[src/rtl/bsd_pkg.sv]
package bsd_pkg;

	// pad character of the base64 alphabet
	localparam logic [7:0] PAD_CHAR = 8'h3D;

	// default depth of the group queue between front and back
	localparam int DEF_FIFO_DEPTH = 4;

	// byte count of one group, 1 to 3
	typedef logic [1:0] bsd_count_t;

	localparam bsd_count_t FULL_GROUP = 2'd3;
	localparam bsd_count_t ONE_BYTE   = 2'd1;

	// one finished group, handed from front to back
	typedef struct packed {
		logic [23:0] triple;
		bsd_count_t  count;
		logic        last;
		logic        len_err;
		logic        bad;
	} bsd_group_t;

endpackage

[src/rtl/bsd_front.sv]
module bsd_front (
	input  logic              clk,
	input  logic              arst_n,
	input  logic              in_valid,
	output logic              in_ready,
	input  logic [7:0]        in_char,
	input  logic              in_last,
	input  logic              q_full,
	output logic              push,
	output bsd_pkg::bsd_group_t grp
);
	import bsd_pkg::*;

	logic [1:0]  pos_q;
	logic [17:0] acc_q;
	logic        third_pad_q;
	logic        bad_q;

	logic        accept;
	logic [5:0]  sextet;
	logic        char_bad;
	logic        badbit;
	logic        is_pad;
	logic        drop4;
	logic        drop3;

	// alphabet lookup
	always_comb begin
		char_bad = 1'b0;
		sextet   = 6'd0;
		if (in_char inside {[8'h41:8'h5A]}) begin
			sextet = 6'(in_char - 8'h41);
		end else if (in_char inside {[8'h61:8'h7A]}) begin
			sextet = 6'(in_char - 8'd71);
		end else if (in_char inside {[8'h30:8'h39]}) begin
			sextet = 6'(in_char + 8'd4);
		end else if (in_char == 8'h2B) begin
			sextet = 6'd62;
		end else if (in_char == 8'h2F) begin
			sextet = 6'd63;
		end else if (in_char != PAD_CHAR) begin
			char_bad = 1'b1;
		end
	end

	assign in_ready = !q_full;
	assign accept   = in_valid && in_ready;
	assign is_pad   = (in_char == PAD_CHAR);
	assign badbit   = bad_q | char_bad;
	assign push     = accept && ((pos_q == 2'd3) || in_last);

	// group entry for the queue
	assign drop4 = in_last && is_pad;
	assign drop3 = in_last && third_pad_q;
	always_comb begin
		grp.last = in_last;
		grp.bad  = badbit;
		if (pos_q == 2'd3) begin
			grp.triple  = {acc_q, sextet};
			grp.count   = FULL_GROUP - bsd_count_t'(drop4) - bsd_count_t'(drop3);
			grp.len_err = 1'b0;
		end else begin
			grp.triple  = 24'd0;
			grp.count   = ONE_BYTE;
			grp.len_err = 1'b1;
		end
	end

	// group state
	always_ff @(posedge clk or negedge arst_n) begin
		if (!arst_n) begin
			pos_q       <= 2'd0;
			acc_q       <= 18'd0;
			third_pad_q <= 1'b0;
			bad_q       <= 1'b0;
		end else if (accept) begin
			if (push) begin
				pos_q       <= 2'd0;
				acc_q       <= 18'd0;
				third_pad_q <= 1'b0;
				bad_q       <= 1'b0;
			end else begin
				pos_q <= pos_q + 2'd1;
				acc_q <= {acc_q[11:0], sextet};
				bad_q <= badbit;
				if (pos_q == 2'd2 && is_pad) begin
					third_pad_q <= 1'b1;
				end
			end
		end
	end

endmodule

[src/rtl/bsd_fifo.sv]
module bsd_fifo #(
	parameter int DEPTH = bsd_pkg::DEF_FIFO_DEPTH
) (
	input  logic              clk,
	input  logic              arst_n,
	input  logic              push,
	input  bsd_pkg::bsd_group_t wr_data,
	output logic              full,
	input  logic              pop,
	output logic              head_valid,
	output bsd_pkg::bsd_group_t head
);
	import bsd_pkg::*;

	localparam int PTR_W = (DEPTH > 1) ? $clog2(DEPTH) : 1;
	localparam int CNT_W = $clog2(DEPTH + 1);

	bsd_group_t         mem_q [DEPTH];
	logic [PTR_W-1:0]   wr_ptr_q;
	logic [PTR_W-1:0]   rd_ptr_q;
	logic [CNT_W-1:0]   count_q;
	logic               do_push;
	logic               do_pop;

	assign full       = (count_q == CNT_W'(DEPTH));
	assign head_valid = (count_q != '0);
	assign head       = mem_q[rd_ptr_q];
	assign do_push    = push && !full;
	assign do_pop     = pop && head_valid;

	// entry storage
	always_ff @(posedge clk) begin
		if (do_push) begin
			mem_q[wr_ptr_q] <= wr_data;
		end
	end

	// pointers and fill count
	always_ff @(posedge clk or negedge arst_n) begin
		if (!arst_n) begin
			wr_ptr_q <= '0;
			rd_ptr_q <= '0;
			count_q  <= '0;
		end else begin
			if (do_push) begin
				wr_ptr_q <= (wr_ptr_q == PTR_W'(DEPTH - 1)) ? '0 : wr_ptr_q + 1'b1;
			end
			if (do_pop) begin
				rd_ptr_q <= (rd_ptr_q == PTR_W'(DEPTH - 1)) ? '0 : rd_ptr_q + 1'b1;
			end
			if (do_push && !do_pop) begin
				count_q <= count_q + 1'b1;
			end else if (do_pop && !do_push) begin
				count_q <= count_q - 1'b1;
			end
		end
	end

endmodule

[src/rtl/bsd_back.sv]
module bsd_back (
	input  logic              clk,
	input  logic              arst_n,
	input  logic              head_valid,
	input  bsd_pkg::bsd_group_t head,
	output logic              pop,
	output logic              out_valid,
	input  logic              out_ready,
	output logic [7:0]        out_byte,
	output logic              out_last,
	output logic              length_error,
	output logic              bad_char
);
	import bsd_pkg::*;

	logic [1:0] idx_q;
	logic       valid_q;
	logic [7:0] byte_q;
	logic       last_q;
	logic       err_q;
	logic       bad_q;

	logic       load;
	logic       group_end;
	logic [7:0] sel_byte;

	assign load      = head_valid && (!valid_q || out_ready);
	assign group_end = ((idx_q + 2'd1) == head.count);
	assign pop       = load && group_end;

	// byte select, most significant first
	always_comb begin
		case (idx_q)
			2'd0:    sel_byte = head.triple[23:16];
			2'd1:    sel_byte = head.triple[15:8];
			2'd2:    sel_byte = head.triple[7:0];
			default: sel_byte = 8'd0;
		endcase
	end

	// byte index and output valid
	always_ff @(posedge clk or negedge arst_n) begin
		if (!arst_n) begin
			idx_q   <= 2'd0;
			valid_q <= 1'b0;
		end else begin
			if (load) begin
				idx_q   <= group_end ? 2'd0 : idx_q + 2'd1;
				valid_q <= 1'b1;
			end else if (out_ready) begin
				valid_q <= 1'b0;
			end
		end
	end

	// output payload
	always_ff @(posedge clk) begin
		if (load) begin
			byte_q <= sel_byte;
			last_q <= head.last && group_end;
			err_q  <= head.len_err;
			bad_q  <= head.bad;
		end
	end

	assign out_valid    = valid_q;
	assign out_byte     = byte_q;
	assign out_last     = last_q;
	assign length_error = err_q;
	assign bad_char     = bad_q;

endmodule

[src/rtl/base64_stream_decoder.sv]
// channel  | direction | tdata             | tlast          | tuser
// s_axis   | in        | [7:0] in_char     | in_last        | -
// m_axis   | out       | [7:0] out_byte    | out_last       | [0] length_error, [1] bad_char
//
// one character per cycle in; one byte per cycle out, three per full group
// a completed group is written into the group queue, and each of its bytes
// then into the output register
// the front stalls only when the group queue is full, the back only on m_tready
// arst_n clears group state, queue pointers and the output valid
module base64_stream_decoder #(
	parameter int FIFO_DEPTH = bsd_pkg::DEF_FIFO_DEPTH
) (
	input  logic       clk,
	input  logic       arst_n,
	input  logic       s_tvalid,
	output logic       s_tready,
	input  logic [7:0] s_tdata,   // [7:0] in_char
	input  logic       s_tlast,
	output logic       m_tvalid,
	input  logic       m_tready,
	output logic [7:0] m_tdata,   // [7:0] out_byte
	output logic       m_tlast,
	output logic [1:0] m_tuser    // [0] length_error, [1] bad_char
);
	import bsd_pkg::*;

	bsd_group_t grp;
	bsd_group_t head;
	logic       push;
	logic       q_full;
	logic       pop;
	logic       head_valid;

	// character intake and grouping
	bsd_front u_front (
		.clk      (clk),
		.arst_n   (arst_n),
		.in_valid (s_tvalid),
		.in_ready (s_tready),
		.in_char  (s_tdata),
		.in_last  (s_tlast),
		.q_full   (q_full),
		.push     (push),
		.grp      (grp)
	);

	// group queue
	bsd_fifo #(
		.DEPTH (FIFO_DEPTH)
	) u_fifo (
		.clk        (clk),
		.arst_n     (arst_n),
		.push       (push),
		.wr_data    (grp),
		.full       (q_full),
		.pop        (pop),
		.head_valid (head_valid),
		.head       (head)
	);

	// byte output
	bsd_back u_back (
		.clk          (clk),
		.arst_n       (arst_n),
		.head_valid   (head_valid),
		.head         (head),
		.pop          (pop),
		.out_valid    (m_tvalid),
		.out_ready    (m_tready),
		.out_byte     (m_tdata),
		.out_last     (m_tlast),
		.length_error (m_tuser[0]),
		.bad_char     (m_tuser[1])
	);

	// no group is pushed into a full queue
	a_no_overflow: assert property (@(posedge clk) disable iff (!arst_n)
		push |-> !q_full)
		else $error("group pushed into full queue");

	// a group leaves the queue only when one is there
	a_no_underflow: assert property (@(posedge clk) disable iff (!arst_n)
		pop |-> head_valid)
		else $error("group popped from empty queue");

	// queued groups carry a byte count of one to three
	a_count_range: assert property (@(posedge clk) disable iff (!arst_n)
		head_valid |-> (head.count != 2'd0))
		else $error("queued group with zero bytes");

	// a length-error result is the zero, final result
	a_err_result: assert property (@(posedge clk) disable iff (!arst_n)
		(m_tvalid && m_tuser[0]) |-> (m_tlast && (m_tdata == 8'd0)))
		else $error("malformed length error result");

endmodule
[config.mk]
export PLATFORM = sky130hd
export DESIGN_NAME = base64_stream_decoder
export DESIGN_NICKNAME = d
export VERILOG_FILES = /design/src/rtl/bsd_pkg.sv /design/src/rtl/bsd_front.sv /design/src/rtl/bsd_fifo.sv /design/src/rtl/bsd_back.sv /design/src/rtl/base64_stream_decoder.sv
export SDC_FILE = /design/constraint.sdc
export NUM_CORES = 1
export LEC_CHECK = 0
export ABC_AREA = 1
export BUFFER_PORTS_ARGS = -buffer_cell sky130_fd_sc_hd__buf_2
export CAP_MARGIN = 15
export CORE_MARGIN = 8
export CORE_UTILIZATION = 46
export CTS_BUF_LIST = sky130_fd_sc_hd__clkbuf_8
export DETAILED_ROUTE_END_ITERATION = 12
export PLACE_DENSITY = 0.62
export SETUP_SLACK_MARGIN = 0.02
export SYNTH_ARGS = -nofsm -noshare
export SYNTH_HDL_FRONTEND = slang
export SYNTH_SLANG_ARGS = --single-unit
[constraint.sdc]
create_clock -name clk -period 6.7 [get_ports clk]
set_input_delay 1.005 -clock clk [delete_from_list [all_inputs] [get_ports clk]]
set_output_delay 1.005 -clock clk [all_outputs]
set_load 0.03 [all_outputs]
After elaboration in Yosys (flattened, before gate mapping)
Memories as Yosys holds them, arrays and structs flattened.
Index checks and enable logic that the tools add are counted.

operators by class
  mux-type cells = 28
  bitwise gates (word level) = 1
  add/subtract/negate cells = 11
  equality and inequality tests = 12
  $lt $le $gt $ge = 6
  reductions and logical operators = 27

operator list
  operator               number
  $mux W6                5
  $mux W26               1
  $eq A8 B6 Y1 const B   3
  $pmux W8 S3            1
  $mux W18               1
  $ge A8 B7 Y1 const B   2
  $le A8 B7 Y1 const B   2
  $logic_and A1 B1 Y1    15
  $mux W1                14
  $eq A2 B2 Y1 const B   5
  $add A2 B1 Y2 const B  4
  $ge A8 B6 Y1 const B   1
  $le A8 B6 Y1 const B   1
  $mux W2                4
  $ne A8 B6 Y1 const B   1
  $add A6 B3 Y6 const B  1
  $mux W3                2
  $reduce_bool A2 Y1     3
  $sub A6 B1 Y6 const B  1
  $sub A6 B3 Y6 const B  1
  $logic_not A1 Y1       4
  $add A3 B1 Y3 const B  1
  $eq A3 B3 Y1 const B   1
  $reduce_bool A3 Y1     1
  other kinds (9)        10

storage, ports and cells
  bits in registers = 43
  memories kept = 1
  memory bits (writable) = 116
  output and inout bits = 13
  logic and storage cells = 99

memory list
  memory        words  width  rd ports  clocked after memory_dff  write ports  line            text
  u_fifo.mem_q  4      29     1         0                         1            bsd_fifo.sv:18  bsd_group_t mem_q [DEPTH];

Depth between registers and ports, before layout
  depth in word-level cells = 9
  gate-level depth with buffers = 15
  mapped depth without buffers = 14

Hierarchy
Synthesis repeated with hierarchy kept, for this count alone.

unflattened totals
  cells, all modules = 767
  area total of the unflattened synthesis = 7699.9 µm²

modules (own cells, without submodules)
  module     times used  cells each  sequential area each (µm²)  area an instance (µm²)
  bsd_fifo   1           398         3658.5                      5141.2
  bsd_front  1           271         550.5                       1764.2
  bsd_back   1           98          405.4                       794.5

Worst setup path before layout
No wires, ideal clock.

  path kind = input-to-reg
  from = in s_tvalid
  to = mem u_fifo.mem_q[0][0] in the netlist's numbering (enable)
  stages on the path = 4
  setup slack = 3.530 ns
  setup time = 0.415 ns
  arrival time = 2.755 ns
  cells stage by stage = nand2_2 -> nor2_1 -> inv_1 -> nor2_1

between the ends
  cells in the longest elaborated chain, start to end = 5

RTL lines
  element                        line                         text
  start, declared                base64_stream_decoder.sv:15  input logic s_tvalid,
  $logic_and A1 B1 Y1            bsd_front.sv:47              assign accept = in_valid && in_ready;
  $logic_and A1 B1 Y1            bsd_front.sv:50              assign push = accept && ((pos_q == 2'd3) || in_last);
  $logic_and A1 B1 Y1            bsd_fifo.sv:28               assign do_push = push && !full;
  via u_fifo.do_push             bsd_fifo.sv:22               logic do_push;
  $mux W1                        bsd_fifo.sv:33               if (do_push) begin
  $mux W1 (not written as such)  bsd_fifo.sv:34               mem_q[wr_ptr_q] <= wr_data;
  end, declared                  bsd_fifo.sv:18

The timed path passes the listed nets, and every way through them passes these cells.

Final worst setup path
  from = reg u_fifo.rd_ptr_q[0]
  to = reg u_fifo.count_q[2]

between the ends
  cells in the longest elaborated chain, start to end = 7
  elaborated cells between the ends (all ways) = 9
  classes of those cells = eq/ne: 1; mux: 1; reduce/logical: 6; memory: 1

RTL lines
  element                                        line            text
  start, declared                                bsd_fifo.sv:20  logic [PTR_W-1:0] rd_ptr_q;
  start signal, assigned                         bsd_fifo.sv:49  rd_ptr_q <= (rd_ptr_q == PTR_W'(DEPTH - 1)) ? '0 : rd_ptr_q + 1'b1;
  $mem_v2 Z4 W29 (*)                             n/a
  $eq A2 B2 Y1 (*)                               bsd_back.sv:28  assign group_end = ((idx_q + 2'd1) == head.count);
  $logic_and A1 B1 Y1 (*)                        bsd_back.sv:29  assign pop = load && group_end;
  $logic_and A1 B1 Y1 (*)                        bsd_fifo.sv:29  assign do_pop = pop && head_valid;
  $logic_not A1 Y1                               bsd_fifo.sv:51  if (do_push && !do_pop) begin
  $logic_and A1 B1 Y1                            bsd_fifo.sv:51
  $mux W3 or $reduce_bool A2 Y1 (tied branches)  n/a
  end signal, assigned                           bsd_fifo.sv:52  count_q <= count_q + 1'b1;
  end signal, assigned                           bsd_fifo.sv:54  count_q <= count_q - 1'b1;
  end, declared                                  bsd_fifo.sv:21  logic [CNT_W-1:0] count_q;

Mark *: on every way between the ends. The rest lies on a longest branch, timed or not.
A chain may end at the register's enable or synchronous reset.

==> results.md <==
- First-pass GRT wire length: 25.2 mm
- Area grow syn2layout: 9.47%
- Syn Area/Cell: 10.5 µm²
- DR vias/cell: 5.24
- Setup TNS: 0 ns
- DR vias: 4867
- Starting Density: 47.3%
- I/O pin total: 26
- Synth cell count leaders: 129 x nand2_1, 127 x edfxtp_1, 79 x nor2_1, 67 x o21ai_0, 66 x inv_1
- WL final: 15.4 mm
- Power Density: 387 nW/µm²
- Post-synthesis compound-gate area fraction: 9.04%
- Crit Path Category: flip-flop to flip-flop
- Iteration-0 DRC Markers: 475
- Synth area leader: edfxtp_1
- Reg clk slew, reported paths: 0.08 ns
- Sequential element share of the synthesized area: 64.0%
- NetSw: 0.00113 W
- Post-synth top area share: 52.9%
- Resized cells post-CTS: 0
- Top post-synthesis cells by area: edfxtp_1 53%, dfrtp_1 11%, nand2_1 6.7%
- Fmax: 300 MHz
- Final worst slack: 3.37 ns
- # DRC: 0
- Worst-Skew Late Latency: 0.44 ns
- Clock power frac: 22.8%
- Pre-CTS setup slack: 3.38 ns
- Drt pass-1 iters: 5
- ANT nets after route: 0
- FF+latch count, synth: 159
- GP Congestion: 0.867
- Mux share of post-synthesis cell area: 0%
- Hold Fails Final Rpt: 0
- Peak supply drop: 0.238 mV
- Most frequent cell after synthesis: nand2_1
- Sequential share of power: 43.6%
- Utilization after layout: 51.7%
- Combinational family with the most area after synthesis: simple AND/OR/NAND/NOR gates
- Cts bufs inserted: 17
- Synth Area in XOR/XNOR: 1.58%
- Startpoint types: flip-flop
- Simple-Gate Fraction of Synth Area: 15.3%
- Number of diodes: 0
- Run status: complete, no violations
- Hold Crit Class: flip-flop to flip-flop
- Initial antenna violation count: 0
- Max Cap Violations: 0
- CTS Hold Bufs: 0
- Total Routing Usage GR: 16.2%
- Arr. time, crit path: 3.66 ns
- Pin count of the biggest net entering global routing: 62
- Slew margin rel.: 34.9%
- CTS Buffer Depth: 2
- Cell-internal power: 0.00193 W
- Die area: 19900 µm²
- Final setup viols: 0
- Critical Path RT: 7.03 ns
- Post-Syn Instances: 684
- Mapped Area: 7210 µm²
- Setup bufs post-CTS: 0
- Congestion Overflow GR: 0
- Yosys warns: 0
- Critical path peak fanout: 61
- Final period util: 49.8%
- Ratio of cells with drive above 1 in the final layout: 12.1%
- Vias in the first global route: 4783
- CTS root buf: clkbuf_8
- Worst Max-Slew Pin Slew: 0.977 ns
- RSZ-0062 raised after global routing: false
- H-tree Lvls: 4
- Die height: 141 µm
- Die X: 141 µm
- Tmin final: 3.33 ns
- Part of the power in combinational logic: 33.6%
- Skew final: 0.00915 ns
- Row cnt: 45
- Distinct cells, synth: 31
- Post-synth top flop: edfxtp_1
- Fillers: 1343
- DR WL/cell: 16.6 µm
- Async SR Flop Fraction: 20.1%
- CTS tree: done
- Leak: 3.25 nW
- Port Buf Inserts: 25
- Syn nets: 720
- Sw Ratio: 36.9%
- Post-DP HPWL: 9.92 mm
- Adder-Cell Fraction of Synth Area: 4.09%
- Clk sinks: 159
- CP endpoint kind: flip-flop
- Core Box Area: 15300 µm²
- Nets@finish: 740
- Post-synth EDFFs: 127
- Slew Limit Fails: 0
-- worst max-delay path, stage by stage, from the launching register on --
cell and delay, ns:
dfrtp_1 0.37, buf_4 0.32, inv_2 0.78, nand2_1 0.10, nand3_1 0.10, nand2_1 0.07, xor2_1 0.15, nand2_2 0.13
nor2_4 0.06, inv_1 0.06, ha_1 0.15, inv_1 0.08, fa_1 0.38, a21oi_1 0.14, o21ai_0 0.11, xor2_1 0.15
-- through the flow --
| stage | hold slack, ns | cells | power [W] | cell area, µm² |
|---|---|---|---|---|
| 6_report | 0.499 | 928 | 0.00306 | 7900 |
| 4_1_cts | 0.501 | 928 | 0.00308 | 7900 |
| 5_1_grt | 0.531 | 928 | 0.00327 | 7900 |
| 2_1_floorplan | 0.453 | 684 | 0.00212 | 7210 |
| 3_3_place_gp | 0.472 | 896 | 0.00236 | 7510 |
| 3_5_place_dp | 0.485 | 896 | 0.00239 | 7510 |
-- placed cells by master (no fill, tap or decap), types with 14 or more instances in the layout --
master    instances
nand2_1         129
ha_1             22
nand3_1          37
dfrtp_1          32
o22ai_1          26
edfxtp_1        127
o21ai_0          67
o21ai_1          14
buf_2            25
nor2_1           75
inv_1            67
clkbuf_8         17
-- routing by layer --
metal,global-route usage (%),up-vias,wire (µm)
met5,0,-,0
met4,5.32,0,237
met3,3.85,18,922
met2,25.6,148,7200
met1,21.6,2357,7030
li1,-,2344,-
-- registers in the layout (all words and copies together), names as in the netlist --
signal / cells
u_back.bad_char: 1
u_back.out_valid: 1
u_front.bad_q: 1
u_fifo.count_q: 3
u_back.idx_q: 2
u_fifo.mem_q: 116
u_front.pos_q: 2
u_back.out_byte: 8
u_front.third_pad_q: 1
u_fifo.rd_ptr_q: 2
u_front.acc_q: 18
u_back.length_error: 1
u_back.out_last: 1
u_fifo.wr_ptr_q: 2
-- power groups by stage --
stage	sequential, W	clock [W]	combinational [W]
finish	0.00133	0.000696	0.00103
global placement	0.00135	0	0.00101
floorplan	0.00141	0	0.000707
CTS	0.00133	0.000705	0.00104
detailed placement	0.00135	0	0.00104
global route	0.00135	0.000750	0.00117
-- final timing paths --
check,startpoint,endpoint,slack (ns),cells past startpoint
max in group asynchronous,arst_n,u_front.acc_q[5],5.58,1
setup / recovery,u_fifo.rd_ptr_q[0],u_fifo.count_q[2],3.37,15
hold / removal,u_front.acc_q[13],u_front.acc_q[13],0.50,2
setup reg to reg,u_fifo.rd_ptr_q[0],u_fifo.count_q[2],3.37,15
min in group asynchronous,arst_n,u_back.idx_q[1],0.61,1
hold reg to reg,u_front.acc_q[13],u_front.acc_q[13],0.50,2
-- area by class of cell --
| type | instances | area, µm² | share of cell area, % |
|---|---|---|---|
| sequential | 159 | 4610 | 58.4 |
| multi-input combinational | 421 | 2180 | 27.6 |
| inverter | 74 | 278 | 3.52 |
| tap | 211 | 264 | 3.34 |
| clock buffer | 17 | 234 | 2.96 |
| timing repair buffer | 31 | 170 | 2.16 |
| clock inverter | 15 | 153 | 1.93 |
-- cells by family after synthesis --
kind of cell,Yosys count
buffers and inverters,104
xor gates and xnor gates,13
adders and majority gates,23
AOI/OAI and AO/OA,121
and+or+nand+nor,264
DFF,159
Power figures use the tool's default switching activity.
